[src/rtl/lc3b_instruction_executor_core_macros.svh]
// ----------------------------------------------------------------------------
// lc3b core assertion macros
// shared concurrent assertion forms, clocked on clk_i, disabled in reset
// ----------------------------------------------------------------------------
`ifndef LC3B_INSTRUCTION_EXECUTOR_CORE_MACROS_SVH
`define LC3B_INSTRUCTION_EXECUTOR_CORE_MACROS_SVH

// same-cycle implication
`define LC3B_ASSERT_NOW(lbl, ante, cons, msg) \
  lbl: assert property (@(posedge clk_i) disable iff (!rst_ni) (ante) |-> (cons)) else $error(msg);

// next-cycle implication
`define LC3B_ASSERT_NEXT(lbl, ante, cons, msg) \
  lbl: assert property (@(posedge clk_i) disable iff (!rst_ni) (ante) |=> (cons)) else $error(msg);

`endif

[src/rtl/lc3b_pkg.sv]
// ----------------------------------------------------------------------------
// lc3b package
// request codes, opcodes, condition codes and shared types of the lc3b core
// ----------------------------------------------------------------------------
`timescale 1ns / 1ps

package lc3b_pkg;

  localparam logic [1:0] OP_WRITE   = 2'd0;
  localparam logic [1:0] OP_EXEC    = 2'd1;
  localparam logic [1:0] OP_RESTART = 2'd2;

  localparam logic [3:0] OPC_BR   = 4'd0;
  localparam logic [3:0] OPC_ADD  = 4'd1;
  localparam logic [3:0] OPC_LDB  = 4'd2;
  localparam logic [3:0] OPC_STB  = 4'd3;
  localparam logic [3:0] OPC_JSR  = 4'd4;
  localparam logic [3:0] OPC_AND  = 4'd5;
  localparam logic [3:0] OPC_LDW  = 4'd6;
  localparam logic [3:0] OPC_STW  = 4'd7;
  localparam logic [3:0] OPC_XOR  = 4'd9;
  localparam logic [3:0] OPC_JMP  = 4'd12;
  localparam logic [3:0] OPC_SHF  = 4'd13;
  localparam logic [3:0] OPC_LEA  = 4'd14;
  localparam logic [3:0] OPC_TRAP = 4'd15;

  localparam logic [1:0] SK_NONE = 2'd0;
  localparam logic [1:0] SK_BYTE = 2'd1;
  localparam logic [1:0] SK_WORD = 2'd2;

  localparam logic [2:0] CC_N = 3'd4;
  localparam logic [2:0] CC_Z = 3'd2;
  localparam logic [2:0] CC_P = 3'd1;

  localparam logic [2:0] REG_LINK = 3'd7;

  typedef struct packed {
    logic        we;
    logic [2:0]  idx;
    logic [15:0] data;
  } rf_wr_t;

  typedef struct packed {
    logic        reg_written;
    logic [2:0]  reg_index;
    logic [15:0] reg_value;
    logic [1:0]  store_kind;
    logic [15:0] store_address;
    logic [15:0] store_value;
  } side_t;

  typedef struct packed {
    logic [15:0] next_pc;
    logic [2:0]  cond_codes;
    side_t       side;
    logic        halted;
  } rsp_t;

  function automatic logic [2:0] codes_of(input logic [15:0] v);
    if (v == 16'h0000) return CC_Z;
    return v[15] ? CC_N : CC_P;
  endfunction

  function automatic logic [15:0] sext5(input logic [4:0] v);
    return {{11{v[4]}}, v};
  endfunction

  function automatic logic [15:0] sext6(input logic [5:0] v);
    return {{10{v[5]}}, v};
  endfunction

  function automatic logic [15:0] sext8(input logic [7:0] v);
    return {{8{v[7]}}, v};
  endfunction

  function automatic logic [15:0] sext9(input logic [8:0] v);
    return {{7{v[8]}}, v};
  endfunction

  function automatic logic [15:0] sext11(input logic [10:0] v);
    return {{5{v[10]}}, v};
  endfunction

endpackage

[src/rtl/lc3b_regs.sv]
// ----------------------------------------------------------------------------
// lc3b register file
// eight 16-bit registers, two registered read ports, one write port
// ----------------------------------------------------------------------------
`timescale 1ns / 1ps

module lc3b_regs
  import lc3b_pkg::*;
(
  input  logic        clk_i,
  input  logic        rst_ni,
  input  logic        re_i,
  input  logic [2:0]  ra_i,
  input  logic [2:0]  rb_i,
  input  rf_wr_t      wr_i,
  output logic [15:0] a_o,
  output logic [15:0] b_o
);

  logic [15:0] regs_q [8];
  logic [7:0]  valid_q;
  logic [15:0] a_q;
  logic [15:0] b_q;

  // unwritten registers read as zero
  always_ff @(posedge clk_i or negedge rst_ni) begin
    if (!rst_ni) begin
      valid_q <= '0;
    end else if (wr_i.we) begin
      valid_q[wr_i.idx] <= 1'b1;
    end
  end

  always_ff @(posedge clk_i) begin
    if (wr_i.we) begin
      regs_q[wr_i.idx] <= wr_i.data;
    end
    if (re_i) begin
      a_q <= valid_q[ra_i] ? regs_q[ra_i] : 16'h0000;
      b_q <= valid_q[rb_i] ? regs_q[rb_i] : 16'h0000;
    end
  end

  assign a_o = a_q;
  assign b_o = b_q;

endmodule

[config.mk]
export PLATFORM = sky130hd
export DESIGN_NAME = lc3b_regs
export DESIGN_NICKNAME = d
export VERILOG_FILES = /design/src/rtl/lc3b_instruction_executor_core_macros.svh /design/src/rtl/lc3b_pkg.sv /design/src/rtl/lc3b_regs.sv
export SDC_FILE = /design/constraint.sdc
export NUM_CORES = 1
export LEC_CHECK = 0
export BUFFER_PORTS_ARGS = -buffer_cell sky130_fd_sc_hd__buf_2
export CAP_MARGIN = 0
export CELL_PAD_IN_SITES_DETAIL_PLACEMENT = 1
export CELL_PAD_IN_SITES_GLOBAL_PLACEMENT = 1
export CORE_MARGIN = 5
export CORE_UTILIZATION = 40
export DETAILED_ROUTE_END_ITERATION = 16
export GPL_ROUTABILITY_DRIVEN = 0
export PLACE_DENSITY = 0.69
export SKIP_CTS_REPAIR_TIMING = 1
export SLEW_MARGIN = 5
export SYNTH_ARGS = -nofsm -noshare
export SYNTH_HDL_FRONTEND = slang
export SYNTH_SLANG_ARGS = --single-unit
[constraint.sdc]
create_clock -name clk_i -period 3.4 [get_ports clk_i]
set_input_delay 0 -clock clk_i [delete_from_list [all_inputs] [get_ports clk_i]]
set_output_delay 0 -clock clk_i [all_outputs]
set_load 0.01 [all_outputs]
==> results of run 1 <==
[per-stage QoR]
step | total power, uW | worst slack [ns] | std cells
global route | 4995 | 1.177 | 679
detailed placement | 2918 | 1.248 | 628
floorplan | 2746 | 1.648 | 345
global placement | 2902 | 1.251 | 628
CTS | 4839 | 1.271 | 660
finish | 4793 | 1.272 | 679
[power by group through the flow]
stage               clock, uW  sequential [uW]  combinational (uW)
global route             2060             2420                 507
floorplan                   0             2470                 277
CTS                      1960             2420                 461
finish                   1910             2410                 466
detailed placement          0             2460                 458
global placement            0             2450                 448
[worst max-delay path, stage by stage, from the launching register on]
cell and delay (ns):
dfrtp_1 0.39, mux4_2 0.50, mux2i_4 0.56, buf_4 0.37, nor2_4 0.06
[flip-flops by register name, indices dropped and copies added (netlist names)]
register  cells
valid_q       8
regs_q      128
b_o          16
a_o          16
[cells by family (layout without fill, tap and decap cells)]
logic type / count (synthesis) / count (layout) / synth area share
DFF: 168 / 168 / 0.6731
muxes: 102 / 102 / 0.2551
and+or+nand+nor: 53 / 53 / 0.05099
buffers and inverters: 22 / 126 / 0.02087
other: 0 / 1 / 0
[per-layer routing]
metal  GRT usage  share of wire  up-vias
met5           0              0        -
met4     0.03716          0.011        0
met3     0.04400          0.048       14
met2      0.2649           0.52       96
met1      0.2060           0.43     1973
li1            -              -     1622
[worst min-delay path by stage]
stage,from,end,cells past startpoint
3_3_place_gp,rst_ni,valid_q[0]$_DFFE_PN0P_,1
2_1_floorplan,rst_ni,valid_q[0]$_DFFE_PN0P_,0
3_5_place_dp,rst_ni,valid_q[0]$_DFFE_PN0P_,1
5_1_grt,ra_i[2],a_o[11]$_SDFFCE_PN0P_,3
4_1_cts,rst_ni,valid_q[3]$_DFFE_PN0P_,1
6_report,ra_i[2],a_o[11]$_SDFFCE_PN0P_,3
[placed cells by master, fill, tap and decap left out, types with 3 or more instances in the layout]
cell type      count
or2_2              8
buf_2             60
nand2b_1           3
dfrtp_1            8
inv_6              7
mux4_2            68
nor2_1            18
mux2i_1           32
nor2_4            20
dlygate4sd3_1     18
clkbuf_16         17
edfxtp_1         160
clkinv_2           3
buf_4             16
[cell type report]
class / instances / share of cell area
clock buffer: 17 / 0.04850
clock inverter: 15 / 0.01883
sequential: 168 / 0.5706
multi-input combinational: 155 / 0.2606
antenna: 1 / 0.0002853
tap: 229 / 0.03267
timing repair buffer: 94 / 0.06847
==> results.sh, run 1 <==
export IMPL_routedWlPerCell_um=23.51
export IMPL_setup_violations_final=0
export IMPL_rsz0062_at_grt="false"
export IMPL_switching_power_uw=1095
export IMPL_synthFlopType="edfxtp_1"
export IMPL_synth_top_area_cell="edfxtp_1"
export IMPL_cts_buffers_inserted=17
export IMPL_clk_path_buf_depth=2
export IMPL_finalSetupTns_ns=0
export IMPL_clk_pin_slew_ns=0.06
export IMPL_pwr_share_seq=0.504
export IMPL_start_util=0.4097
export IMPL_worst_r2r_path_depth=4
export IMPL_io_buffers=60
export IMPL_antenna_found_initial=1
export IMPL_dpl_cell_area_um2=7998
export IMPL_hold_ws_ns=0.1420
export IMPL_grt_pass1_vias=3983
export IMPL_synthTopCellsByArea="edfxtp_1 (65%), mux4_2 (21%), mux2i_1 (4.3%)"
export IMPL_crit_path_end="a_o[0]$_SDFFCE_PN0P_"
export IMPL_netlist_area_um2=7436
export IMPL_slew_headroom=0.3396
export IMPL_worstSetupPathType="reg -> reg"
export IMPL_period_needed_ns=2.128
export IMPL_die_area_um2=21420
export IMPL_peakVddDrop_uv=421.7
export IMPL_syn2layout_area_growth_pct=17.95
export IMPL_skew_ns=0.007072
export IMPL_worstMarginPinSlew_ns=0.9907
export IMPL_finalInstanceArea_um2=8771
export IMPL_slew_viol_final=0
export IMPL_ant_nets=0
export IMPL_synth_top_area_share=0.6461
export IMPL_clock_sinks=168
export IMPL_synthTopCellsByCount="edfxtp_1 (160), mux4_2 (68), mux2i_1 (32), nor2_4 (20), nor2_1 (18)"
export IMPL_crit_start="valid_q[5]$_DFFE_PN0P_"
export IMPL_p_int_uw=3698
export IMPL_ys_ff_latch=168
export IMPL_synth_edf_count=160
export IMPL_post_route_period_util=0.6258
export IMPL_dp_hpwl_um=9875
export IMPL_dr_pass1_iters=4
export IMPL_cap_violations=0
export IMPL_power_share_combinational=0.097
export IMPL_synth_cell_types=15
export IMPL_wl_um=15960
export IMPL_reg2reg_setup_slack_ns=1.27
export IMPL_fillers=1669
export IMPL_leakagePower_uw=0.003013
export IMPL_overflow=0
export IMPL_clkPwrFrac=0.399
export IMPL_cts_tree="built"
export IMPL_run_status="completed"
export IMPL_placementRows=49
export IMPL_die_h_um=146.3
export IMPL_cp_end_kind="flop"
export IMPL_seq_area_um2=5005
export IMPL_rr_startpoint="valid_q[5]$_DFFE_PN0P_"
export IMPL_critPathMaxFanout=10
export IMPL_hp_class="in -> reg"
export IMPL_dr_total_vias=3705
export IMPL_synthCells=345
export IMPL_drc_errors=0
export IMPL_worstSkewPairLatency_ns=0.42
export IMPL_crit_path_start_kind="flop"
export IMPL_critPathArrivalTime_ns=2.30
export IMPL_multiInputGateArea_um2=2286
export IMPL_synth_nets=374
export IMPL_avgSynthCellArea_um2=21.55
export IMPL_grt_pass1_wl_um=24730
export IMPL_fmax_mhz=470.0
export IMPL_cp_required_ns=3.57
export IMPL_cts_root_buf="clkbuf_16"
export IMPL_async_reset_ff_frac=0.04762
export IMPL_die_x_um=146.3
export IMPL_r2r_end="a_o[0]$_SDFFCE_PN0P_"
export IMPL_finalHoldViolations=0
export IMPL_grt_util_all_layers=0.1578
export IMPL_core_area_um2=18150
export IMPL_avgViaCountPerCell=5.457
export IMPL_pin_count=61
export IMPL_htreeDepth=4
export IMPL_yosysSeqAreaShare=0.6731
export IMPL_p_per_area_nw_per_um2=546.5
export IMPL_grt_max_degree=34
export IMPL_layout_drive_gt1_share=0.4633
export IMPL_synth_most_common_cell="edfxtp_1"
export IMPL_nNetsFinal=465
export IMPL_swShare=0.2284
export IMPL_synth_warning_count=0
export IMPL_first_iter_violations=269
export IMPL_final_util=0.4833
(Power assumes the default switching activity.)
==> run 2, diff against run 1 <==
ABC_AREA = 1   (was default)
PLACE_DENSITY = 0.77   (was 0.69)
clock period = 2.2 ns   (was 3.4 ns; I/O delays follow)
==> run 2 against run 1 <==
Net effect:
- clock skew is essentially flat
- largest cell class unchanged
- clock-buffer cell count grew 1
- worst setup slack lost 0.77 ns
- wire length grew 62%
- largest power group unchanged
- first-iteration DRC count grew 79%
- highest routed layer unchanged
- global-route usage grew 5.6 points
- the flow now finishes with violations (hold timing)
- sequential power grew 53%
- core utilization shrank 1.3 points
- sequential cell count is the same
- critical path depth grew 4
==> results.sh, run 2 <==
export IMPL_run_status="finished, violations left"
export IMPL_violations="hold timing"
export IMPL_async_reset_ff_frac=0.04762
export IMPL_cts_tree="built"
export IMPL_ys_ff_latch=168
export IMPL_finalSetupTns_ns=0
export IMPL_critPathMaxFanout=16
export IMPL_synthCells=1027
export IMPL_crit_path_start_kind="flop"
export IMPL_syn2layout_area_growth_pct=15.39
export IMPL_cts_root_buf="clkbuf_16"
export IMPL_synthTopCellsByArea="edfxtp_1 (56%), nand2_1 (21%), nand3_1 (7.9%)"
export IMPL_cp_end_kind="flop"
export IMPL_grt_pass1_vias=7411
export IMPL_cts_buffers_inserted=17
export IMPL_antenna_found_initial=0
export IMPL_synthMuxAreaShare=0
export IMPL_final_cell_mix="nand2_1 (480), inv_1 (171), edfxtp_1 (160), nand3_1 (136), buf_2 (60)"
export IMPL_worstMarginPinSlew_ns=0.7346
export IMPL_routedWlPerCell_um=18.65
export IMPL_first_iter_violations=482
export IMPL_finalHoldViolations=3
export IMPL_setup_violations_final=0
export IMPL_grt_max_degree=65
export IMPL_synth_edf_count=160
export IMPL_yosysSeqAreaShare=0.5828
export IMPL_netlist_area_um2=8587
export IMPL_synth_nets=1056
export IMPL_clk_pin_slew_ns=0.06
export IMPL_avgViaCountPerCell=5.058
export IMPL_synthAdderAreaFrac=0
export IMPL_hold_ws_ns=-0.02569
export IMPL_synth_warning_count=0
export IMPL_worstSetupPathType="reg -> reg"
export IMPL_synth_most_common_cell="nand2_1"
export IMPL_critPathArrivalTime_ns=1.88
export IMPL_top_register="regs_q"
export IMPL_placementRows=53
export IMPL_drc_errors=0
export IMPL_htreeDepth=4
export IMPL_period_needed_ns=1.694
export IMPL_die_x_um=156.5
export IMPL_skew_ns=0.007450
export IMPL_overflow=0
export IMPL_grt_pass1_wl_um=39830
export IMPL_synth_compound_area_frac=0.004663
export IMPL_synth_top_area_cell="edfxtp_1"
export IMPL_dr_pass1_iters=5
export IMPL_core_area_um2=21090
export IMPL_clock_sinks=168
export IMPL_avgSynthCellArea_um2=8.361
export IMPL_finalWorstSetupSlack_ns=0.5061
export IMPL_peakVddDrop_uv=611.6
export IMPL_synth_top_area_share=0.5595
export IMPL_placed_cells=1341
export IMPL_die_h_um=156.5
export IMPL_ant_nets=0
export IMPL_rsz0062_at_grt="false"
export IMPL_grt_util_all_layers=0.2139
export IMPL_worstSkewPairLatency_ns=0.43
export IMPL_layout_drive_gt1_share=0.1148
export IMPL_wl_um=25920
export IMPL_slew_viol_final=0
export IMPL_power_uw=7531
export IMPL_hp_class="in -> reg"
export IMPL_antenna_cells=0
export IMPL_reg2reg_setup_slack_ns=0.51
export IMPL_cp_required_ns=2.38
export IMPL_fmax_mhz=590.3
export IMPL_final_common_cell="nand2_1"
export IMPL_leakagePower_uw=0.004908
export IMPL_synth_xor_area_frac=0
export IMPL_dp_hpwl_um=15620
export IMPL_synthTopCellsByCount="nand2_1 (480), inv_1 (171), edfxtp_1 (160), nand3_1 (136), buf_4 (16)"
export IMPL_dr_total_vias=7031
export IMPL_synth_cell_types=14
export IMPL_synth_top_family_by_area="simple AND/OR/NAND/NOR gates"
export IMPL_dp_slack_ns=0.3723
export IMPL_io_buffers=60
export IMPL_fin_cells=1390
export IMPL_start_util=0.4072
export IMPL_cap_violations=0
export IMPL_post_route_period_util=0.7700
export IMPL_clk_path_buf_depth=2
export IMPL_slew_headroom=0.5091
export IMPL_largest_reg_flops=128
export IMPL_p_per_area_nw_per_um2=760.1
export IMPL_nNetsFinal=1133
export IMPL_die_area_um2=24500
export IMPL_synth_simple_gate_area_frac=0.2926
export IMPL_pin_count=61
export IMPL_synthFlopType="edfxtp_1"
[run 2: layout make-up]
class	instances	area [um2]
sequential	168	5005
fill	2553	11180
tap	275	344.1
clock buffer	18	429.2
clock inverter	12	135.1
multi-input combinational	632	2572
inverter	177	664.4
timing repair buffer	108	758.2
[run 2: worst max-delay path, stage by stage, from the launching register on]
cell     delay [ns]
dfrtp_1        0.37
inv_1          0.09
nand2_1        0.07
nand3_1        0.10
nand2_1        0.06
nand2_1        0.05
nand2_1        0.44
nand2_1        0.19
inv_1          0.07
[run 2: layer usage]
layer / share of wire / up-vias / GRT usage / routed length [um]
met3: 0.044 / 53 / 0.03236 / 1144
met2: 0.51 / 190 / 0.3884 / 13300
met5: 0 / - / 0 / 0
li1: - / 3329 / - / -
met4: 0.024 / 0 / 0.07893 / 624
met1: 0.42 / 3459 / 0.2562 / 10860
[run 2: cell families after synthesis]
kind of cell | after synthesis
compound gates | 8
buf+inv | 227
flops | 168
simple gates | 624
[run 2: path summary, 6_finish.rpt]
kind                                              from                     end  cells after the start
worst min register to register  valid_q[3]$_DFFE_PN0P_  valid_q[3]$_DFFE_PN0P_                      2
worst max-delay path            valid_q[4]$_DFFE_PN0P_   b_o[15]$_SDFFCE_PN0P_                      8
max in group asynchronous                       rst_ni  valid_q[6]$_DFFE_PN0P_                      3
worst max register to register  valid_q[4]$_DFFE_PN0P_   b_o[15]$_SDFFCE_PN0P_                      8
min in group asynchronous                       rst_ni  valid_q[7]$_DFFE_PN0P_                      3
worst min-delay path                          wr_i[18]  valid_q[5]$_DFFE_PN0P_                      3
[run 2: metrics by stage]
stage                       util  cell area, um2
final                     0.4699            9908
after global routing      0.4699            9908
after CTS                 0.4608            9718
after detailed placement  0.4341            9154
after global placement    0.4341            9154
after floorplan                -            8587
[run 2: report_power, final]
group / leakage, uW / switching [uW] / internal, uW
registers: 0.00156 / 31.2 / 3640
logic: 0.00307 / 595 / 272
clock network: 0.000280 / 1240 / 1750
total: 0.00491 / 1860 / 5670
